File: src/hdl/rps_pkg.sv
// Package with the constants, types and state codes of the remainder prefix sum block.
package rps_pkg;

    localparam int VALUE_BITS  = 20;
    localparam int TABLE_DEPTH = 2048;
    localparam int IN_BITS     = 20;
    localparam int OUT_BITS    = 40;

    localparam int BP_AW   = $clog2(TABLE_DEPTH);
    localparam int PS_AW   = $clog2(TABLE_DEPTH + 1);
    localparam int CNT_W   = $clog2(TABLE_DEPTH) + 1;
    localparam int IDX_W   = (VALUE_BITS + 1) / 2 + 1;
    localparam int PROD_W  = 2 * VALUE_BITS + 1;
    localparam int DCNT_W  = $clog2(VALUE_BITS + 1);

    typedef enum logic [4:0] {
        S_IDLE,
        S_B_INIT,
        S_B_INIT2,
        S_B_UP,
        S_B_DOWN,
        S_B_DIVI,
        S_PUSH,
        S_BS_D1,
        S_BS_D2,
        S_BS_MUL,
        S_BS_ACC,
        S_Q_START,
        S_Q_CMP,
        S_Q_WAIT,
        S_Q_RD,
        S_Q_OUT
    } t_state;

    typedef enum logic [1:0] {
        PH_UP,
        PH_DOWN,
        PH_QUERY
    } t_phase;

    typedef struct packed {
        logic                  start;
        logic [VALUE_BITS-1:0] dividend;
        logic [VALUE_BITS-1:0] divisor;
    } t_div_req;

    typedef struct packed {
        logic                  done;
        logic [VALUE_BITS-1:0] quotient;
        logic [VALUE_BITS-1:0] remainder;
    } t_div_rsp;

    typedef struct packed {
        logic                  bp_we;
        logic [BP_AW-1:0]      bp_waddr;
        logic [VALUE_BITS-1:0] bp_wdata;
        logic [BP_AW-1:0]      bp_raddr;
        logic                  ps_we;
        logic [PS_AW-1:0]      ps_waddr;
        logic [OUT_BITS-1:0]   ps_wdata;
        logic [PS_AW-1:0]      ps_raddr;
    } t_tbl_req;

    typedef struct packed {
        logic [VALUE_BITS-1:0] bp_rdata;
        logic [OUT_BITS-1:0]   ps_rdata;
    } t_tbl_rsp;

endpackage

File: src/hdl/rps_div.sv
// Iterative restoring divider, one quotient bit per cycle.
module rps_div (
    input  logic              i_clk,
    input  logic              i_rst_n,
    input  rps_pkg::t_div_req i_req,
    output rps_pkg::t_div_rsp o_rsp
);

    localparam int VB = rps_pkg::VALUE_BITS;

    logic [VB:0]                  r_rem, n_rem;
    logic [VB-1:0]                r_quo, n_quo;
    logic [VB-1:0]                r_dvs;
    logic [rps_pkg::DCNT_W-1:0]   r_cnt;
    logic                         r_busy;
    logic                         r_done;
    logic [VB:0]                  w_trial;

    always_comb begin
        w_trial = {r_rem[VB-1:0], r_quo[VB-1]};
        if (w_trial >= {1'b0, r_dvs}) begin
            n_rem = w_trial - {1'b0, r_dvs};
            n_quo = {r_quo[VB-2:0], 1'b1};
        end else begin
            n_rem = w_trial;
            n_quo = {r_quo[VB-2:0], 1'b0};
        end
    end

    always_ff @(posedge i_clk) begin
        if (!i_rst_n) begin
            r_busy <= 1'b0;
            r_done <= 1'b0;
            r_cnt  <= '0;
        end else begin
            r_done <= 1'b0;
            if (i_req.start) begin
                r_busy <= 1'b1;
                r_cnt  <= rps_pkg::DCNT_W'(VB);
            end else if (r_busy) begin
                r_cnt <= r_cnt - 1'b1;
                if (r_cnt == rps_pkg::DCNT_W'(1)) begin
                    r_busy <= 1'b0;
                    r_done <= 1'b1;
                end
            end
        end
    end

    always_ff @(posedge i_clk) begin
        if (i_req.start) begin
            r_rem <= '0;
            r_quo <= i_req.dividend;
            r_dvs <= i_req.divisor;
        end else if (r_busy) begin
            r_rem <= n_rem;
            r_quo <= n_quo;
        end
    end

    assign o_rsp.done      = r_done;
    assign o_rsp.quotient  = r_quo;
    assign o_rsp.remainder = r_rem[VB-1:0];

endmodule

File: config.mk
export PLATFORM = sky130hd
export DESIGN_NAME = rps_div
export DESIGN_NICKNAME = d
export VERILOG_FILES = /design/src/hdl/rps_pkg.sv /design/src/hdl/rps_div.sv
export SDC_FILE = /design/constraint.sdc
export NUM_CORES = 1
export LEC_CHECK = 0
export BUFFER_PORTS_ARGS = -buffer_cell sky130_fd_sc_hd__buf_2
export CAP_MARGIN = 40
export CORE_MARGIN = 2
export CORE_UTILIZATION = 40
export DETAILED_ROUTE_END_ITERATION = 8
export HOLD_SLACK_MARGIN = 0.15
export PLACE_DENSITY_LB_ADDON = 0.2
export RECOVER_POWER = 100
export SKIP_CTS_REPAIR_TIMING = 1
export SYNTH_ARGS = -nofsm -noshare
export SYNTH_HDL_FRONTEND = slang
export SYNTH_SLANG_ARGS = --single-unit
File: constraint.sdc
create_clock -name i_clk -period 7.1 [get_ports i_clk]
set_clock_uncertainty 0.2 [all_clocks]
set_input_delay 1.42 -clock i_clk [delete_from_list [all_inputs] [get_ports i_clk]]
set_output_delay 1.42 -clock i_clk [all_outputs]
set_load 0.05 [all_outputs]
* Word level (Yosys, flattened, before mapping) *
Index checks and enable logic that the tools add are counted.
W data, S select, Z words.

operators by class
  add/subtract/negate cells = 2
  multiply operators = 0
  divide/modulo/power cells = 0
  $lt $le $gt $ge = 1
  equality and inequality tests = 1
  shifts and indexed selects = 0
  muxes and demuxes = 10
  bitwise gates (word level) = 2
  reduce and logical (&&, ||, !) cells = 3

operator list
  operator               count
  $mux W20               3
  $ge A21 B20 Y1         1
  $sub A20 B20 Y20       1
  $mux W5                2
  $eq A5 B1 Y1 const B   1
  $mux W1                5
  $sub A5 B1 Y5 const B  1
  $reduce_or A3 Y1       1
  $not A1 Y1             2
  $reduce_bool A2 Y1     1
  $reduce_or A2 Y1       1

storage, ports and cells
  bits in registers = 67
  bits in latches = 0
  memory bits (writable) = 0
  memory bits (read-only) = 0
  output and inout bits = 41
  logic and storage cells = 26
  memories = 0

* Longest topological paths before layout *
Gate-level depths: netlist of the first run.

  depth in word-level cells = 4
  depth in mapped cells = 11

* Worst setup path after synthesis of the first run *
No wires, ideal clock.

  path type = flip-flop to flip-flop
  start = reg r_rem[5]
  end = reg r_quo[0] (data pin)
  arrival = 2.451 ns
  required time = 6.640 ns
  setup slack = 4.189 ns
  stages on the path, launching flop included = 10
  path buffers = 2
  clock period less this slack = 2.911 ns
  cells stage by stage = dfxtp_1 > ha_1 > buf_2 > a21oi_2 > o21ai_1 > a31o_2 > a21oi_2 > o311ai_4 > buf_4 > mux2_2

on the way
  cells in the longest elaborated chain, start to end = 4

ends and longest elaborated chain
  element                 line           RTL
  from (decl)             rps_div.sv:11  logic [VB:0] r_rem, n_rem;
  from (signal assigned)  rps_div.sv:56  r_rem <= n_rem;
  $ge A21 B20 Y1          rps_div.sv:21  if (w_trial >= {1'b0, r_dvs}) begin
  $mux W1                 rps_div.sv:21
  $mux W20                rps_div.sv:55  end else if (r_busy) begin
  $mux W20                rps_div.sv:51  if (i_req.start) begin
  to (signal assigned)    rps_div.sv:53  r_quo <= i_req.dividend;
  to (signal assigned)    rps_div.sv:57  r_quo <= n_quo;
  to (decl)               rps_div.sv:12  logic [VB-1:0] r_quo, n_quo;

No other way between the ends. The select of a mux whose other input is x is not followed.
A chain may end at the register's enable or synchronous reset.

* Worst setup path after layout of the first run *
  start = reg r_dvs[6]
  end = reg r_rem[1]

on the way
  cells in the longest elaborated chain, start to end = 2

ends and longest elaborated chain
  element                 line           RTL
  from (decl)             rps_div.sv:13  logic [VB-1:0] r_dvs;
  from (signal assigned)  rps_div.sv:54  r_dvs <= i_req.divisor;
  $ge A21 B20 Y1          rps_div.sv:21
  $mux W20                rps_div.sv:21

No other way between the ends.

==> run_results.csv, run 1 <==
group,metric,value,unit
outcome,outcome,"finished with violations",
outcome,violations,"capacitance limit, slew limit",
worst_hold_path,worstHoldPathType,"flip-flop to flip-flop",
synthesis,synth_fa_ha_area_share,7.84,%
drt,num_vias,2874,
setup_path,critPathArrivalTime,4.99,ns
synthesis,synth.mux.area_fraction,9.97,%
sta,tns,0,ns
sta,slew-limit-headroom,-89.9,%
grt,track_usage,16.3,%
floorplan,pin_count,84,
synthesis,syn_inst,355,
clock_network,htreeDepth,3,
sta,min_period_over_period,69.0,%
synthesis,netlist_area,3760,µm²
floorplan,die_h,101,µm
setup_path,crit_path_top_delay_cell,"o311ai_0",
sta,setup_viol,0,
finish,drive_gt1_share,19.5,%
pwr,power_per_cell_area,241,nW/µm²
sta,worst_slack,2.20,ns
clock_network,worst_skew_pair.late_latency,0.34,ns
synthesis,async_reset_ff_share,0,%
sta,drv_slew,10,
floorplan,initial_utilization,40.9,%
setup_path,max_stage_delay,2.23,ns
clock_network,cts_inserted_buffers,9,
grt,top_usage_layer,"met2",
pwr,p_leak,1.78,nW
synthesis,synth-main-ff-cell,"edfxtp_1",
place,placedInstanceArea,4270,µm²
synthesis,synthXorXnorAreaFrac,4.89,%
sta,rsz0062_at_grt,"false",
drt,drt_iter0_drc,111,
clock_network,cts.path.max_buffers,2,
place,dp_hpwl,5.85,mm
finish,area_growth,17.3,%
grt,antenna_found_initial,0,
clock_network,cts_tree,"built",
grt,grt_use_met3,3.88,%
synthesis,synth_top_family_by_area,"compound AO/OA/AOI/OAI gates",
finish,final_net_count,503,
synthesis,synth-simple-area-share,10.2,%
grt,grt_pass1_vias,2773,
synthesis,synth_edf_count,40,
synthesis,synth_warnings,0,
finish,utilization,48.0,%
place,io_buffers,83,
clock_network,clk_pin_slew_worst_paths,0.08,ns
setup_path,cpMostUsedCell,"a21oi_1",
grt,grt_max_degree,64,
synthesis,synth_seq_area_share,46.3,%
floorplan,coreArea,9200,µm²
finish,seq_area,1740,µm²
drt,drt-total-wl,8.04,mm
sta,fmax,0.204,GHz
finish,diodes,0,
clock_network,clock-root-buffer,"clkbuf_8",
synthesis,ys_seq_elements,67,
synthesis,synth_cell_types,53,
synthesis,synth_compound_area_share,16.1,%
drt,drt_pass1_iterations,4,
sta,post-route-min-period,4.90,ns
grt,grt_overflow,0,
clock_network,cts.sinks,67,
floorplan,die_w,101,µm
finish,nFillCells,926,
finish,multiInputGateArea,1820,µm²
pwr,vdd_ir_drop_max,115,µV
drt,wl_per_cell,14.5,µm
floorplan,die_area,10200,µm²
setup_path,critical_path.top_delay_family,"compound AO/OA/AOI/OAI gates",
setup_path,path_class,"flip-flop to flip-flop",
sta,hold-worst-slack,0.307,ns
finish,fin_area,4420,µm²
grt,grt_pass1_wl,13.2,mm
grt,grt_util_met2,25.3,%
synthesis,avgSynthCellArea,10.6,µm²
sta,hold_viol_final,0,
sta,tightest_slew,2.81,ns
setup_path,critPathBufInv,2,
place,dp_slack,3.37,ns
setup_path,worstPathMaxFanout,16,
drt,viasPerCell,5.20,
setup_path,cp_cell_sequence,"inv_1 -> ha_1 -> a21oi_1 -> o21ai_0 -> a31o_2 -> a21oi_1 -> o311ai_0 -> buf_4 -> mux2i_1 -> a22o_1",
setup_path,worstPathRequired,7.19,ns
drt,ant_nets,0,
floorplan,rows,35,
drt,drc,0,
setup_path,end_kind,"flip-flop",
flow_run,drv_cap,1,
synthesis,synth_fp_nets,421,
grt,use_met1,23.0,%
setup_path,worst_setup_path_start_kind,"flip-flop",
place,routabilityCongestion,0.878,
## sequential cells by signal, summed over array words and instances, names as in the netlist
register and count:
r_dvs 20, r_done 1, r_cnt 5, r_rem 20, r_quo 20, r_busy 1
## routing by layer
metal	vias up	routed length (µm)	share of wire (%)
met1	1349	3970	49
li1	1454	-	-
met4	0	52	0.65
met3	4	359	4.5
met2	67	3660	46
met5	-	0	0
## placed cells by master (no fill, tap or decap), types with 16 or more instances in the layout
master and instances:
ha_1 22, mux2_2 20, xnor2_1 16, buf_2 42, nand2_1 26, nor2_1 25
clkbuf_1 41, dfxtp_1 27, edfxtp_1 40, inv_1 28
## cell families after synthesis
| group | count (synthesis) |
|---|---|
| AO/OA/AOI/OAI | 85 |
| XOR/XNOR | 21 |
| adder cells (fa/ha/maj) | 23 |
| buffers and inverters | 43 |
| flip-flops | 67 |
| multiplexers | 35 |
| AND/OR/NAND/NOR | 81 |
## Yosys cell counts (all sizes together) (2+ instances only)
master / count / area, µm²
a211oi: 14 / 105
nand3: 4 / 20.0
nand2: 27 / 104
inv: 28 / 105
o21a: 7 / 52.6
o211ai: 2 / 15.0
nor4: 2 / 12.5
nor3: 4 / 20.0
o31ai: 2 / 15.0
buf: 4 / 31.3
o31a: 4 / 35.0
a31o: 2 / 17.5
ha: 22 / 275
nor2: 25 / 93.8
nand4b: 2 / 17.5
clkbuf: 11 / 41.3
nor2b: 4 / 25.0
xnor2: 16 / 140
mux2i: 15 / 150
dfxtp: 27 / 541
and3: 2 / 12.5
xor2: 5 / 43.8
edfxtp: 40 / 1200
and4: 2 / 17.5
a21o: 7 / 52.6
a21boi: 3 / 22.5
o311ai: 2 / 35.0
a21oi: 15 / 82.6
nand4: 2 / 12.5
a31oi: 2 / 12.5
mux2: 20 / 225
o21bai: 2 / 15.0
nand2b: 3 / 18.8
o21ai: 15 / 75.1
## final timing paths
path                               from                     to  slack, ns  cells after the start
hold reg to reg   r_cnt[1]$_SDFFE_PP0P_  r_cnt[1]$_SDFFE_PP0P_       0.31                      2
hold / removal    r_cnt[1]$_SDFFE_PP0P_  r_cnt[1]$_SDFFE_PP0P_       0.31                      2
setup / recovery     r_dvs[6]$_DFFE_PP_  r_rem[1]$_SDFFE_PP0P_       2.20                     10
setup reg to reg     r_dvs[6]$_DFFE_PP_  r_rem[1]$_SDFFE_PP0P_       2.20                     10
## power breakdown
part | internal [mW] | switching (mW) | leakage (nW) | total, mW
sequential | 0.446 | 0.0174 | 0.619 | 0.463
clock | 0.200 | 0.158 | 0.114 | 0.358
combinational | 0.0821 | 0.161 | 1.05 | 0.243
## area by class of cell
type / instances / area share [%]
multi-input cells: 245 / 41.2
repair buffers: 86 / 8.75
clock inverters: 7 / 2.27
inverters: 28 / 2.38
well taps: 111 / 3.14
clock buffers: 9 / 2.80
flip-flops and latches: 67 / 39.4
## worst register-to-register path: stages, from the launching register on
cell and delay, ns:
edfxtp_1 0.33, inv_1 0.05, ha_1 0.40, a21oi_1 0.16, o21ai_0 0.27, a31o_2 0.20, a21oi_1 0.08, o311ai_0 2.23
buf_4 0.53, mux2i_1 0.27, a22o_1 0.15
## stage by stage
stage | power, mW | cells
global route | 1.12 | 553
finish | 1.06 | 553
CTS | 1.08 | 553
global placement | 0.718 | 537
floorplan | 0.659 | 355
detailed placement | 0.721 | 537
No activity file was read; power rests on OpenSTA's default activity.
==> run 2, diff against run 1 <==
Settings changed: ABC_AREA set to 1.
Clock period 7.1 ns to 3.95 ns, I/O delays scaled along.
==> run_results.csv, run 2 <==
group,metric,value,unit
outcome,outcome,"finished with violations",
outcome,violations,"capacitance limit, slew limit",
sta,hold_viol_final,0,
sta,post-route-min-period,3.06,ns
sta,tightest_slew,1.61,ns
finish,top_regs,"r_dvs (20), r_quo (20), r_rem (20)",
pwr,power_frac_seq,45.4,%
setup_path,critPathArrivalTime,2.82,ns
synthesis,synth.mux.area_fraction,0,%
clock_network,clock-root-buffer,"clkbuf_8",
synthesis,synth-main-ff-cell,"edfxtp_1",
sta,setup_viol,0,
synthesis,synth_common_cells,"201 x nand2_1, 100 x inv_1, 48 x nand3_1, 40 x edfxtp_1, 30 x nor2_1",
floorplan,die_area,11300,µm²
finish,fin_area,4870,µm²
synthesis,synth-simple-area-share,33.2,%
finish,drive_gt1_share,11.6,%
clock_network,cts_tree,"built",
setup_path,path_class,"input port to flip-flop",
sta,tns,0,ns
synthesis,yosysTopAreaCell,"edfxtp_1",
grt,grt_pass1_vias,3706,
synthesis,synth_compound_area_share,4.59,%
sta,fmax,0.327,GHz
place,placedInstanceArea,4710,µm²
setup_path,cp.depth,3,
setup_path,worstPathMaxFanout,30,
flow_run,drv_cap,2,
synthesis,synth_top_family_by_area,"simple AND/OR/NAND/NOR gates",
grt,grt_overflow,0,
synthesis,ys_top_cells_by_area,"edfxtp_1 29%, nand2_1 18%, dfxtp_1 13%",
finish,layout_commonest_cell,"nand2_1",
setup_path,critPathBufInv,3,
synthesis,synth_seq_area_share,41.5,%
clock_network,cts.path.max_buffers,2,
synthesis,synthXorXnorAreaFrac,1.88,%
synthesis,ys_seq_elements,67,
grt,track_usage,19.3,%
drt,ant_nets,0,
setup_path,worstPathRequired,3.71,ns
sta,min_period_over_period,77.5,%
pwr,p_int,1.29,mW
clock_network,clk_pin_slew_worst_paths,0.07,ns
place,dp_hpwl,7.61,mm
grt,antenna_found_initial,0,
setup_path,rr_worst_depth,9,
synthesis,synth_fp_nets,633,
finish,final_net_count,717,
synthesis,synth_top_area_share,28.6,%
drt,wl_per_cell,12.5,µm
drt,viasPerCell,4.70,
setup_path,crit_path_top_delay_cell,"clkbuf_1",
clock_network,cts_inserted_buffers,9,
clock_network,htreeDepth,3,
drt,num_vias,3731,
floorplan,die_w,106,µm
place,routabilityCongestion,0.894,
pwr,p_switching,0.500,mW
sta,rsz0062_at_grt,"false",
pwr,p_leak,2.49,nW
pwr,p_comb_share,15.8,%
setup_path,critical_path.top_delay_family,"buffers and inverters",
floorplan,pin_count,84,
drt,drt_iter0_drc,108,
floorplan,rows,37,
setup_path,worst_setup_path_start_kind,"input port",
place,io_buffers,83,
synthesis,synth_cell_types,34,
grt,grt_pass1_wl,17.0,mm
drt,drt-total-wl,9.95,mm
worst_hold_path,hold_path_depth,2,
floorplan,coreArea,10300,µm²
finish,utilization,47.4,%
floorplan,initial_utilization,40.9,%
synthesis,synth_fa_ha_area_share,7.03,%
setup_path,end_kind,"flip-flop",
drt,drc,0,
sta,slew-limit-headroom,-7.58,%
synthesis,netlist_area,4200,µm²
synthesis,synth_warnings,0,
setup_path,cpMostUsedCell,"clkbuf_1",
synthesis,synth_edf_count,40,
finish,nFillCells,1098,
synthesis,syn_inst,567,
synthesis,async_reset_ff_share,0,%
synthesis,avgSynthCellArea,7.41,µm²
pwr,vdd_ir_drop_max,205,µV
pwr,p_sw_share,27.9,%
synthesis,synth.most_common_cell,"nand2_1",
clock_network,cts.sinks,67,
pwr,power_frac_clock,38.8,%
drt,drt_pass1_iterations,4,
floorplan,die_h,106,µm
clock_network,worst_skew_pair.late_latency,0.36,ns
pwr,power_per_cell_area,367,nW/µm²
finish,final_cell_mix,"201 x nand2_1, 100 x inv_1, 52 x nand3_1, 46 x clkbuf_1, 41 x buf_2",
sta,drv_slew,31,
grt,grt_max_degree,31,
worst_hold_path,worstHoldPathType,"flip-flop to flip-flop",
setup_path,cp_cell_sequence,"clkbuf_1 -> clkbuf_1 -> clkbuf_1",
setup_path,max_stage_delay,1.14,ns
finish,area_growth,16.0,%
-- run 2: logic make-up after synthesis --
family                   after synthesis
AO/OA/AOI/OAI                         35
adder cells (fa/ha/maj)               23
XOR/XNOR                               9
buffers and inverters                118
flip-flops                            67
AND/OR/NAND/NOR                      315
-- run 2: worst paths after layout --
path	startpoint	to	slack [ns]
worst max-delay path	i_req[40]	r_dvs[10]$_DFFE_PP_	0.89
worst min-delay path	r_cnt[4]$_SDFFE_PN0P_	r_cnt[4]$_SDFFE_PN0P_	0.27
worst max register to register	r_rem[17]$_SDFFE_PP0P_	r_rem[7]$_SDFFE_PP0P_	1.05
worst min register to register	r_cnt[4]$_SDFFE_PN0P_	r_cnt[4]$_SDFFE_PN0P_	0.27
-- run 2: worst register-to-register path: cells and delay by family, from the launching register on --
family | cells | cell delay (ns)
compound gates | 3 | 0.48
fa+ha+maj | 1 | 0.39
buf+inv | 1 | 0.35
flops | 1 | 0.34
simple gates | 4 | 0.96
-- run 2: metal layers --
metal | global-route usage [%] | vias up | wire (µm)
li1 | - | 1950 | -
met5 | 0 | - | 0
met2 | 31.2 | 90 | 4370
met4 | 9.18 | 0 | 289
met3 | 5.09 | 19 | 541
met1 | 24.0 | 1672 | 4740
-- run 2: final cells by class --
class | count | area [µm²] | share of cell area [%]
sequential | 67 | 1740 | 35.7
clock buffer | 10 | 128 | 2.62
tap | 136 | 170 | 3.49
clock inverter | 6 | 114 | 2.34
antenna | 1 | 2.50 | 0.0514
multi-input combinational | 382 | 1940 | 39.8
inverter | 102 | 383 | 7.86
timing repair buffer | 89 | 397 | 8.14
-- run 2: stage by stage --
step | setup slack [ns] | power [mW] | std cells | hold slack [ns]
floorplan | 1.45 | 1.03 | 567 | 0.245
global placement | 1.46 | 1.12 | 776 | 0.256
detailed placement | 1.36 | 1.12 | 776 | 0.271
CTS | 1.35 | 1.83 | 792 | 0.280
global route | 0.596 | 1.88 | 792 | 0.306
finish | 0.891 | 1.79 | 793 | 0.273
-- run 2: power groups by stage --
stage                     Combinational [mW]  Sequential (mW)  Clock (mW)
final                                  0.282            0.813       0.695
after global routing                   0.317            0.819       0.744
after CTS                              0.295            0.812       0.720
after detailed placement               0.294            0.826           0
after global placement                 0.291            0.826           0
after floorplan                        0.131            0.902           0
